**src/hw/rtl/lqrsfc_queue.sv**
```systemverilog
`default_nettype none
// ----------------------------------------------------------------------------
// LQR state feedback word queue
// Small first-in first-out buffer of words held in registers.
// ----------------------------------------------------------------------------
module lqrsfc_queue #(
    parameter type         t_word = logic,
    parameter int unsigned DEPTH  = 4
) (
    input  wire logic  i_clk,
    input  wire logic  i_rst_n,
    input  wire logic  i_push,
    input  wire t_word i_data,
    output logic       o_full,
    input  wire logic  i_pop,
    output logic       o_empty,
    output t_word      o_data
);

    localparam int unsigned PtrW = (DEPTH > 1) ? $clog2(DEPTH) : 1;
    localparam int unsigned CntW = $clog2(DEPTH + 1);

    t_word            r_mem [DEPTH];
    logic [PtrW-1:0]  r_wr_ptr;
    logic [PtrW-1:0]  r_rd_ptr;
    logic [CntW-1:0]  r_count;
    logic             w_do_push;
    logic             w_do_pop;

    assign o_full    = (r_count == CntW'(DEPTH));
    assign o_empty   = (r_count == '0);
    assign w_do_push = i_push && !o_full;
    assign w_do_pop  = i_pop && !o_empty;
    assign o_data    = r_mem[r_rd_ptr];

    always_ff @(posedge i_clk) begin
        if (w_do_push) begin
            r_mem[r_wr_ptr] <= i_data;
        end
    end

    always_ff @(posedge i_clk) begin
        if (!i_rst_n) begin
            r_wr_ptr <= '0;
            r_rd_ptr <= '0;
            r_count  <= '0;
        end else begin
            if (w_do_push) begin
                r_wr_ptr <= (r_wr_ptr == PtrW'(DEPTH - 1)) ? '0 : r_wr_ptr + 1'b1;
            end
            if (w_do_pop) begin
                r_rd_ptr <= (r_rd_ptr == PtrW'(DEPTH - 1)) ? '0 : r_rd_ptr + 1'b1;
            end
            if (w_do_push && !w_do_pop) begin
                r_count <= r_count + 1'b1;
            end else if (w_do_pop && !w_do_push) begin
                r_count <= r_count - 1'b1;
            end
        end
    end

endmodule
`default_nettype wire

```
**config.mk**
```make
export PLATFORM = sky130hd
export DESIGN_NAME = lqrsfc_queue
export DESIGN_NICKNAME = d
export VERILOG_FILES = /design/src/hw/rtl/lqrsfc_queue.sv
export SDC_FILE = /design/constraint.sdc
export NUM_CORES = 1
export LEC_CHECK = 0
export ABC_AREA = 1
export ABC_CLOCK_PERIOD_IN_PS = 1850
export BUFFER_PORTS_ARGS = -buffer_cell sky130_fd_sc_hd__buf_2
export CAP_MARGIN = 25
export CORE_MARGIN = 2
export CORE_UTILIZATION = 45
export CTS_BUF_LIST = sky130_fd_sc_hd__clkbuf_8
export DETAILED_ROUTE_END_ITERATION = 10
export PLACE_DENSITY = 0.68
export SYNTH_ARGS = -nofsm -noshare
export SYNTH_HDL_FRONTEND = slang
export SYNTH_SLANG_ARGS = --single-unit
```
**constraint.sdc**
```tcl
create_clock -name i_clk -period 1.85 [get_ports i_clk]
set_input_delay 0.37 -clock i_clk [delete_from_list [all_inputs] [get_ports i_clk]]
set_output_delay 0.37 -clock i_clk [all_outputs]
set_load 0.02 [all_outputs]
```
==> summary.md <==
| Metric | Value |
|---|---|
| Fraction of final layout cells sized beyond drive strength 1 | `19.4%` |
| Via count | `512` |
| Fraction of power spent switching nets | `40.6%` |
| GRT overflow | `0` |
| Total clock buffers created by CTS | `3` |
| First element of the critical path | `r_count[0]` |
| Fin. Hold Viols | `0` |
| VDD IR-drop max | `0.898 mV` |
| Initial core utilization | `49.6%` |
| Yosys Warn Count | `0` |
| Power density over the cells | `about 1600 nW/um2` |
| Core footprint | `1350 um2` |
| Final RePlAce weighted congestion | `0.726` |
| Leak pwr | `between 0.3 and 0.4 nW` |
| CP Capture Type | `register` |
| Net switching component of the power | `approximately 0.50 mW` |
| DP Area | `723 um2` |
| Clock skew after layout | `0.00188 ns` |
| Total internal power | `0.726 mW` |
| Via density per instance | `4.74` |
| Post-Synthesis Net Count | `94` |
| Number of buffer and inverter stages on the critical path | `4` |
| Clk root buf | `clkbuf_8` |
| Number of sinks handled by clock tree synthesis | `13` |
| Die Y | `roughly 43 um` |
| Number of antenna diodes | `0` |
| Clk buf depth | `2` |
| Critical path start-end classification | `reg -> reg` |
| Result of the run | `finished clean` |
| Worst path top cell family by delay | `adder cells` |
| Crit-path max FO | `7` |
| Die area | `around 1800 um2` |
| Nets | `106` |
| Post-synth design cell area | `669 um2` |
| Average instance area after synthesis | `8.16 um2` |
| Sequential cell area | `303 um2` |
| Number of global-route vias before repair | `around 480` |
| Req. time, crit path | `2.00 ns` |
| Share of total power in combinational logic | `between 40% and 50%` |
| Number of register bits inferred by synthesis | `13` |
| Max_cap viols | `0` |
| Initial detailed-routing violation count | `7` |
| Skew-Pair Late Insertion Delay | `0.25 ns` |
| RSZ-0062 raised after global routing | `no` |
| Antenna violations before repair | `0` |
| Yosys cell types | `15` |
| Fraction of power consumed by sequential logic | `36.9%` |
| Number of detailed-routing iterations run before antenna repair | `3` |
| Critical-path top delay cell | `fa_1` |
| HPWL after detailed placement | `806 um` |
| Mapped Cells | `82` |
| Number of routed nets with antenna violations | `0` |
| Worst min-delay path startpoint | `i_data` |
| Maximum clock rate | `slightly below 600 MHz` |
| Sequential fraction of the synthesis area | `between 40% and 50%` |
| Pin count of the biggest net entering global routing | `8` |
| Clock transition at path regs | `0.05 ns` |
| Count of unresolved DRC violations after routing | `0` |
| Maximum level of the CTS H-tree | `1` |
| Count of pins over their slew limit | `0` |
| Area used by multi-input combinational logic | `310 um2` |
| Headroom to the max-slew limit | `89.7%` |
| GRT Total Usage | `between 10% and 20%` |
| Library cell appearing most often on the critical path | `inv_1` |
| Detailed Route WL | `1080 um` |
| Tcrit/Tclk final | `92.2%` |
| Relative area change from synthesis to final layout | `15.9%` |
| Largest stage delay on the critical path | `0.38 ns` |
| Cell area after layout | `776 um2` |
| Launching point of the worst reg2reg path | `r_count[0]` |
| # rows | `13` |
| Data arrival time of the critical path | `1.85 ns` |
| Post-DR wirelength/cell | `10.0 um` |
| Total of fill cells in the finished design | `between 100 and 150` |
| First-pass GRT wire length | `1880 um` |
| Final critical path time including I/O delays and setup | `between 1.5 and 2 ns` |
| Worst Setup Start Kind | `register` |
| Number of top-level design ports | `8` |
| CTS tree | `done` |
| Buffers inserted during post-CTS setup optimization | `0` |
| Count of input and output buffers | `7` |
| Width of the die | `about 43 um` |
| Post-cts resize count | `0` |
| Hold bufs inserted after CTS | `0` |
| Cells traversed along the worst timing path | `nor2_4 > nand2_2 > nand2_4 > inv_1 > ha_1 > inv_1 > fa_1 > inv_1 > nand2_1 > nand3_1 > nand2_1 > inv_1 > nor2_1` |
| Type of the most critical hold path | `in -> reg` |
| Clock network fraction of total power | `about 20%` |
| Final setup violating endpoints | `0` |
| Post-Route Setup TNS | `0 ns` |
| Worst Tran Pin Value | `0.153 ns` |
==> power groups by stage <==
| stage | clock [mW] | combinational (mW) | sequential (mW) |
|---|---|---|---|
| global route | 0.274 | 0.594 | 0.466 |
| floorplan | 0 | 0.399 | 0.433 |
| CTS | 0.263 | 0.507 | 0.442 |
| global placement | 0 | 0.489 | 0.448 |
| detailed placement | 0 | 0.503 | 0.448 |
| finish | 0.252 | 0.520 | 0.452 |
==> Yosys cell counts <==
cell type / instances / share of area, %
dfxtp_1: 9 / 27
nor2_2: 2 / 1.9
o21ai_0: 5 / 3.7
fa_1: 1 / 3.0
edfxtp_1: 4 / 18
nand2_1: 10 / 5.6
a21oi_1: 3 / 2.2
nand3b_1: 2 / 2.2
ha_1: 6 / 11
nand4_1: 1 / 0.94
inv_1: 17 / 9.5
nand3_1: 1 / 0.75
nand2_4: 1 / 1.7
nand2_2: 3 / 2.8
nor2_1: 17 / 9.5
==> layout by cell type, fill, tap and decap left out, drive strengths merged <==
master	count
nor2	19
inv	18
nand2	14
dfxtp	9
buf	7
ha	6
o21ai	5
edfxtp	4
a21oi	3
clkbuf	3
nand3b	2
nand3	1
nand4	1
fa	1
==> through the flow <==
step / total power [mW] / instances / utilization [%] / setup WS, ns / hold WS [ns]
finish: 1.22 / 108 / 57.5 / 0.144 / 0.350
global route: 1.33 / 108 / 57.5 / 0.00984 / 0.345
CTS: 1.21 / 108 / 56.9 / 0.0856 / 0.343
detailed placement: 0.950 / 104 / 53.6 / 0.100 / 0.514
global placement: 0.937 / 104 / 53.6 / 0.133 / 0.514
floorplan: 0.831 / 82 / - / 0.191 / 0.469
==> metal layers <==
metal | GRT usage (%) | up-vias | routed length (um) | share of wire (%)
met1 | 15.0 | 226 | 478 | 44
met5 | 0 | - | 0 | 0
li1 | - | 273 | - | -
met2 | 23.4 | 8 | 508 | 47
met3 | 7.76 | 5 | 56 | 5.2
met4 | 9.38 | 0 | 40 | 3.7
==> final timing paths <==
kind | to | slack, ns | depth (start not counted)
hold / removal | r_mem[2] | 0.35 | 1
setup / recovery | r_count[2] | 0.14 | 13
hold reg to reg | r_count[0] | 0.51 | 2
setup reg to reg | r_count[2] | 0.14 | 13
==> cell families (layout without fill, tap and decap cells) <==
| logic type | after synthesis | count (layout) | share of synthesized area, % |
|---|---|---|---|
| simple gates | 37 | 37 | 25.4 |
| buf+inv | 17 | 28 | 9.53 |
| flops | 13 | 13 | 44.9 |
| compound gates | 8 | 8 | 5.98 |
| fa+ha+maj | 7 | 7 | 14.2 |
==> cell type report <==
class	instances	share of cell area, %
tap	15	2.42
timing repair buffer	7	4.52
sequential	13	39.0
inverter	17	8.23
clock inverter	1	0.484
multi-input combinational	52	40.0
clock buffer	3	5.32
Power figures use the tool's default switching activity.
