## config.mk

```make
export PLATFORM = sky130hd
export DESIGN_NAME = lqrsfc_front
export DESIGN_NICKNAME = d
export VERILOG_FILES = /design/src/hw/rtl/lqrsfc_pkg.sv /design/src/hw/rtl/lqrsfc_front.sv
export SDC_FILE = /design/constraint.sdc
export NUM_CORES = 1
export LEC_CHECK = 0
export BUFFER_PORTS_ARGS = -buffer_cell sky130_fd_sc_hd__buf_2
export CAP_MARGIN = 20
export CORE_ASPECT_RATIO = 1.75
export CORE_MARGIN = 2
export CORE_UTILIZATION = 48
export CTS_BUF_LIST = sky130_fd_sc_hd__clkbuf_8
export CTS_CLUSTER_DIAMETER = 30
export CTS_CLUSTER_SIZE = 14
export DETAILED_ROUTE_END_ITERATION = 10
export PLACE_DENSITY = 0.81
export REMOVE_ABC_BUFFERS = 1
export SLEW_MARGIN = 30
export SYNTH_ARGS = -nofsm -noshare
export SYNTH_HDL_FRONTEND = slang
export SYNTH_SLANG_ARGS = --single-unit
```

## constraint.sdc

```tcl
create_clock -name i_clk -period 2.75 [get_ports i_clk]
set_input_delay 0.4125 -clock i_clk [delete_from_list [all_inputs] [get_ports i_clk]]
set_output_delay 0.4125 -clock i_clk [all_outputs]
set_load 0.01 [all_outputs]
```

## src/hw/rtl/lqrsfc_pkg.sv

```systemverilog
`default_nettype none
// ----------------------------------------------------------------------------
// LQR state feedback package
// Word types, command kinds and reply codes shared by the controller modules.
// ----------------------------------------------------------------------------
package lqrsfc_pkg;

    localparam int unsigned NumStates = 4;
    localparam int unsigned NumGains  = 8;

    localparam logic [1:0] KIND_TICK  = 2'd0;
    localparam logic [1:0] KIND_START = 2'd1;
    localparam logic [1:0] KIND_MEAS  = 2'd2;
    localparam logic [1:0] KIND_REQ   = 2'd3;

    localparam logic [2:0] REPLY_STARTED  = 3'd0;
    localparam logic [2:0] REPLY_ALREADY  = 3'd1;
    localparam logic [2:0] REPLY_STORED   = 3'd2;
    localparam logic [2:0] REPLY_DRIVES   = 3'd3;
    localparam logic [2:0] REPLY_INACTIVE = 3'd4;

    typedef struct packed {
        logic [1:0]         kind;
        logic signed [31:0] meas_0;
        logic signed [31:0] meas_1;
        logic signed [31:0] meas_2;
        logic signed [31:0] meas_3;
    } t_item;

    typedef struct packed {
        logic [2:0]         reply;
        logic signed [31:0] drive_a;
        logic signed [31:0] drive_b;
        logic [31:0]        elapsed_ms;
    } t_result;

    typedef logic [NumStates-1:0][31:0] t_states;
    typedef logic [NumGains-1:0][31:0]  t_gains;

    typedef struct packed {
        logic [2:0]  reply;
        t_states     states;
        logic [31:0] elapsed_ms;
    } t_job;

endpackage
`default_nettype wire

```

## src/hw/rtl/lqrsfc_front.sv

```systemverilog
`default_nettype none
// ----------------------------------------------------------------------------
// LQR state feedback command front end
// Accepts command words, keeps time, activity and the state estimate, and
// issues one job per command that needs a reply.
// ----------------------------------------------------------------------------
module lqrsfc_front
    import lqrsfc_pkg::*;
(
    input  wire logic  i_clk,
    input  wire logic  i_rst_n,
    input  wire logic  i_push,
    input  wire t_item i_item,
    output logic       o_full,
    output logic       o_job_push,
    output t_job       o_job,
    input  wire logic  i_job_full
);

    logic [31:0] r_tick;
    logic [31:0] r_start;
    logic        r_active;
    t_states     r_states;
    logic        w_accept;

    assign o_full     = i_job_full;
    assign w_accept   = i_push && !i_job_full;
    assign o_job_push = w_accept && (i_item.kind != KIND_TICK);

    always_comb begin
        o_job.states     = r_states;
        o_job.elapsed_ms = r_tick - r_start;
        unique case (i_item.kind)
            KIND_START: o_job.reply = r_active ? REPLY_ALREADY : REPLY_STARTED;
            KIND_MEAS:  o_job.reply = r_active ? REPLY_STORED : REPLY_INACTIVE;
            KIND_REQ:   o_job.reply = r_active ? REPLY_DRIVES : REPLY_INACTIVE;
            default:    o_job.reply = REPLY_INACTIVE;
        endcase
    end

    always_ff @(posedge i_clk) begin
        if (!i_rst_n) begin
            r_tick   <= '0;
            r_start  <= '0;
            r_active <= 1'b0;
            r_states <= '0;
        end else if (w_accept) begin
            unique case (i_item.kind)
                KIND_TICK: begin
                    r_tick <= r_tick + 1'b1;
                end
                KIND_START: begin
                    if (!r_active) begin
                        r_start  <= r_tick;
                        r_active <= 1'b1;
                    end
                end
                KIND_MEAS: begin
                    if (r_active) begin
                        r_states <= {i_item.meas_3, i_item.meas_2,
                                     i_item.meas_1, i_item.meas_0};
                    end
                end
                default: begin
                end
            endcase
        end
    end

endmodule
`default_nettype wire

```

==> flow_metrics.tcl <==
set metrics [dict create \
    fp.dieArea_um2 20100 \
    place_area_um2 11400 \
    power.leakage_uw 0.00564 \
    critPathMaxFanout 2 \
    grt_use_total_pct 25.4 \
    fin_nets 1654 \
    max-slew-margin-rel_pct 65.3 \
    hp-class "input pin to register" \
    synth.area.top_cells "dfxtp_1, nand2_1, a21boi_0, ha_1, xnor2_1" \
    drv_cap 0 \
    row_count 66 \
    grt_first_pass_wirelength_um 40300 \
    outcome "complete, but fails checks" \
    tightest_slew_ps 521 \
    hold_viol_final 0 \
    wl_per_cell_um 15.4 \
    clock-root-buffer "clkbuf_8" \
    yosysWarnings 0 \
    cts.sinks 193 \
    grt_max_degree 110 \
    cts_made_buffers 17 \
    drt_iter0_markers 420 \
    place.gp.congestion 0.880 \
    die_x_um 108 \
    violations "negative setup slack" \
    ys_types 52 \
    path_clk_slew_ps 110 \
    grt_pass1_vias 8516 \
    synth_seq_cells 193 \
    crit_required_ps 2340 \
    wl_um 26800 \
    fin_setup_tns_ps -8100 \
    final_core_util_pct 67.1 \
    ys_seq_area_share_pct 42.4 \
    drive_gt1_share_pct 36.2 \
    cts_tree "built" \
    stdcell_count 1740 \
    synth_edf_count 0 \
    synthArstFlopShare_pct 0 \
    yosys.area_share.xor_xnor_pct 5.68 \
    cts_htree_levels 4 \
    vias_per_cell 5.07 \
    first_pass_iters 4 \
    drv_slew 0 \
    endpoint_kind "output port" \
    stdcell_area_um2 12500 \
    syn_to_final_growth_pct 37.0 \
    synth_compound_area_share_pct 19.8 \
    postSynthAreaPerCell_um2 8.14 \
    coreArea_um2 18600 \
    worstPathArrival_ps 3050 \
    clock_latency_ps 460 \
    fmax_mhz 289 \
    ios 299 \
    synth_top_family_by_area "simple AND/OR/NAND/NOR gates" \
    rsz0062_at_grt "true" \
    die_y_um 186 \
    setup_violations 22 \
    antenna_found_initial 2 \
    path_class "register to output port" \
    vdd_drop_max_mv 0.339 \
    drcViolationCount 0 \
    p_per_area_nw_per_um2 398 \
    place_inst 1686 \
    syn-cell-area_um2 9100 \
    dpl.hpwl_um 19200 \
    grt_overflow 0 \
    synth_fa_ha_area_share_pct 4.62 \
    via_count 8815 \
    cp-start-kind "register" \
    hold_slack_ps 188 \
    fin_ws_ps -708 \
    fin_crit_ps 3460 \
    postSynthCellCount 1118 \
    yosys.area_share.simple_pct 22.4 \
    synthMuxAreaShare_pct 0 \
    initial_core_util_pct 49.0 \
    synth_top_flop_cell "dfxtp_1" \
    yosysTopAreaCell "dfxtp_1" \
    fin_crit_sh_pct 126 \
    ant_nets 0 \
    netlist.area_leader.share_pct 42.4 \
    clockBufferDepth 2 \
    io_buffer_count 298 \
    skew_ps 19.2 \
]
[final timing paths]
check,endpoint,slack [ps],depth (start not counted),startpoint
max,o_job[28],-710,13,r_tick[0]$_SDFFE_PN0P_
min,o_job[156]$_SDFFE_PN0P_,190,3,i_item[28]
max reg2reg,r_tick[29]$_SDFFE_PN0P_,400,9,r_tick[12]$_SDFFE_PN0P_
min reg2reg,r_start[29]$_SDFFE_PN0P_,460,2,r_start[29]$_SDFFE_PN0P_
[timing repair]
item / 4_1_cts / 5_1_grt
hold buffers: 0 / 0
setup endpoints to repair: 26 / 27
hold endpoints to repair: 0 / 0
resized for setup: 55 / 59
pin swaps: 34 / 28
buffers inserted: 11 / 13
[cell usage in the layout (no fill, tap or decap), types with 17 or more instances in the layout]
master / count
clkbuf_8: 19
nor2_1: 18
nand2_1: 346
dfxtp_1: 178
a21oi_1: 19
ha_1: 21
xor2_1: 17
buf_4: 102
buf_2: 296
a21boi_0: 130
a21boi_1: 32
inv_1: 36
xnor2_1: 33
and2_1: 30
[critical path, stage by stage (launching register included)]
cell	delay, ps
dfxtp_2	340
inv_2	70
ha_4	140
fa_2	230
nor2b_4	60
o21bai_4	150
a21oi_2	80
a21o_1	200
a222oi_1	340
buf_4	200
a21oi_4	50
nor4bb_1	140
or4_1	460
buf_2	150
[state kept, by name, indices dropped and copies added (netlist names)]
| signal | count |
|---|---|
| r_start | 32 |
| o_job | 128 |
| r_active | 1 |
| r_tick | 32 |
[area by class of cell]
cell class                      count  area, um2
Sequential cell                   193       3880
Fill cell                        1511       6110
Clock inverter                     13        150
Multi-Input combinational cell    816       5240
Timing Repair Buffer              416       2480
Tap cell                          238        298
Clock buffer                       19        262
Antenna cell                        2       5.00
Inverter                           43        164
[power by group]
part	internal (uW)	switching, uW	leakage [uW]	total [uW]
clock	875	1050	0.000203	1920
sequential	2800	3.24	0.00156	2800
combinational	129	108	0.00388	237
[per-layer routing]
metal	up-vias	wire length, um	track usage [%]	share of wire [%]
li1	4408	-	-	-
met2	284	13800	46.2	51
met1	4057	9890	26.4	37
met3	64	2190	8.64	8.1
met4	2	921	10.6	3.4
met5	-	20	0	0.075
[cells by family (layout without fill, tap and decap cells)]
family | Yosys count | after routing
buffers and inverters | 109 | 491
flip-flops | 193 | 193
AO/OA/AOI/OAI | 252 | 252
XOR/XNOR | 59 | 59
AND/OR/NAND/NOR | 472 | 472
adder cells (fa/ha/maj) | 33 | 33
other | 0 | 2
[cell usage after synthesis, drive strengths merged, types with 4 or more instances]
cell,n
and2,31
a21o,13
a21boi,163
nand4,13
a21oi,36
nand3,19
nand2,347
nor2,22
buf,7
o21ai,15
o21a,4
nor3,5
dfxtp,193
and3,9
nor2b,11
xnor2,40
o21bai,4
inv,43
ha,32
clkbuf,59
xor2,19
nand2b,4
[metrics by stage]
step	setup WS (ps)	power [uW]
global placement	-410	3090
finish	-708	4960
global route	-841	5150
detailed placement	-408	3090
floorplan	-4490	2930
CTS	-782	5010
No activity file was read; power rests on OpenSTA's default activity.
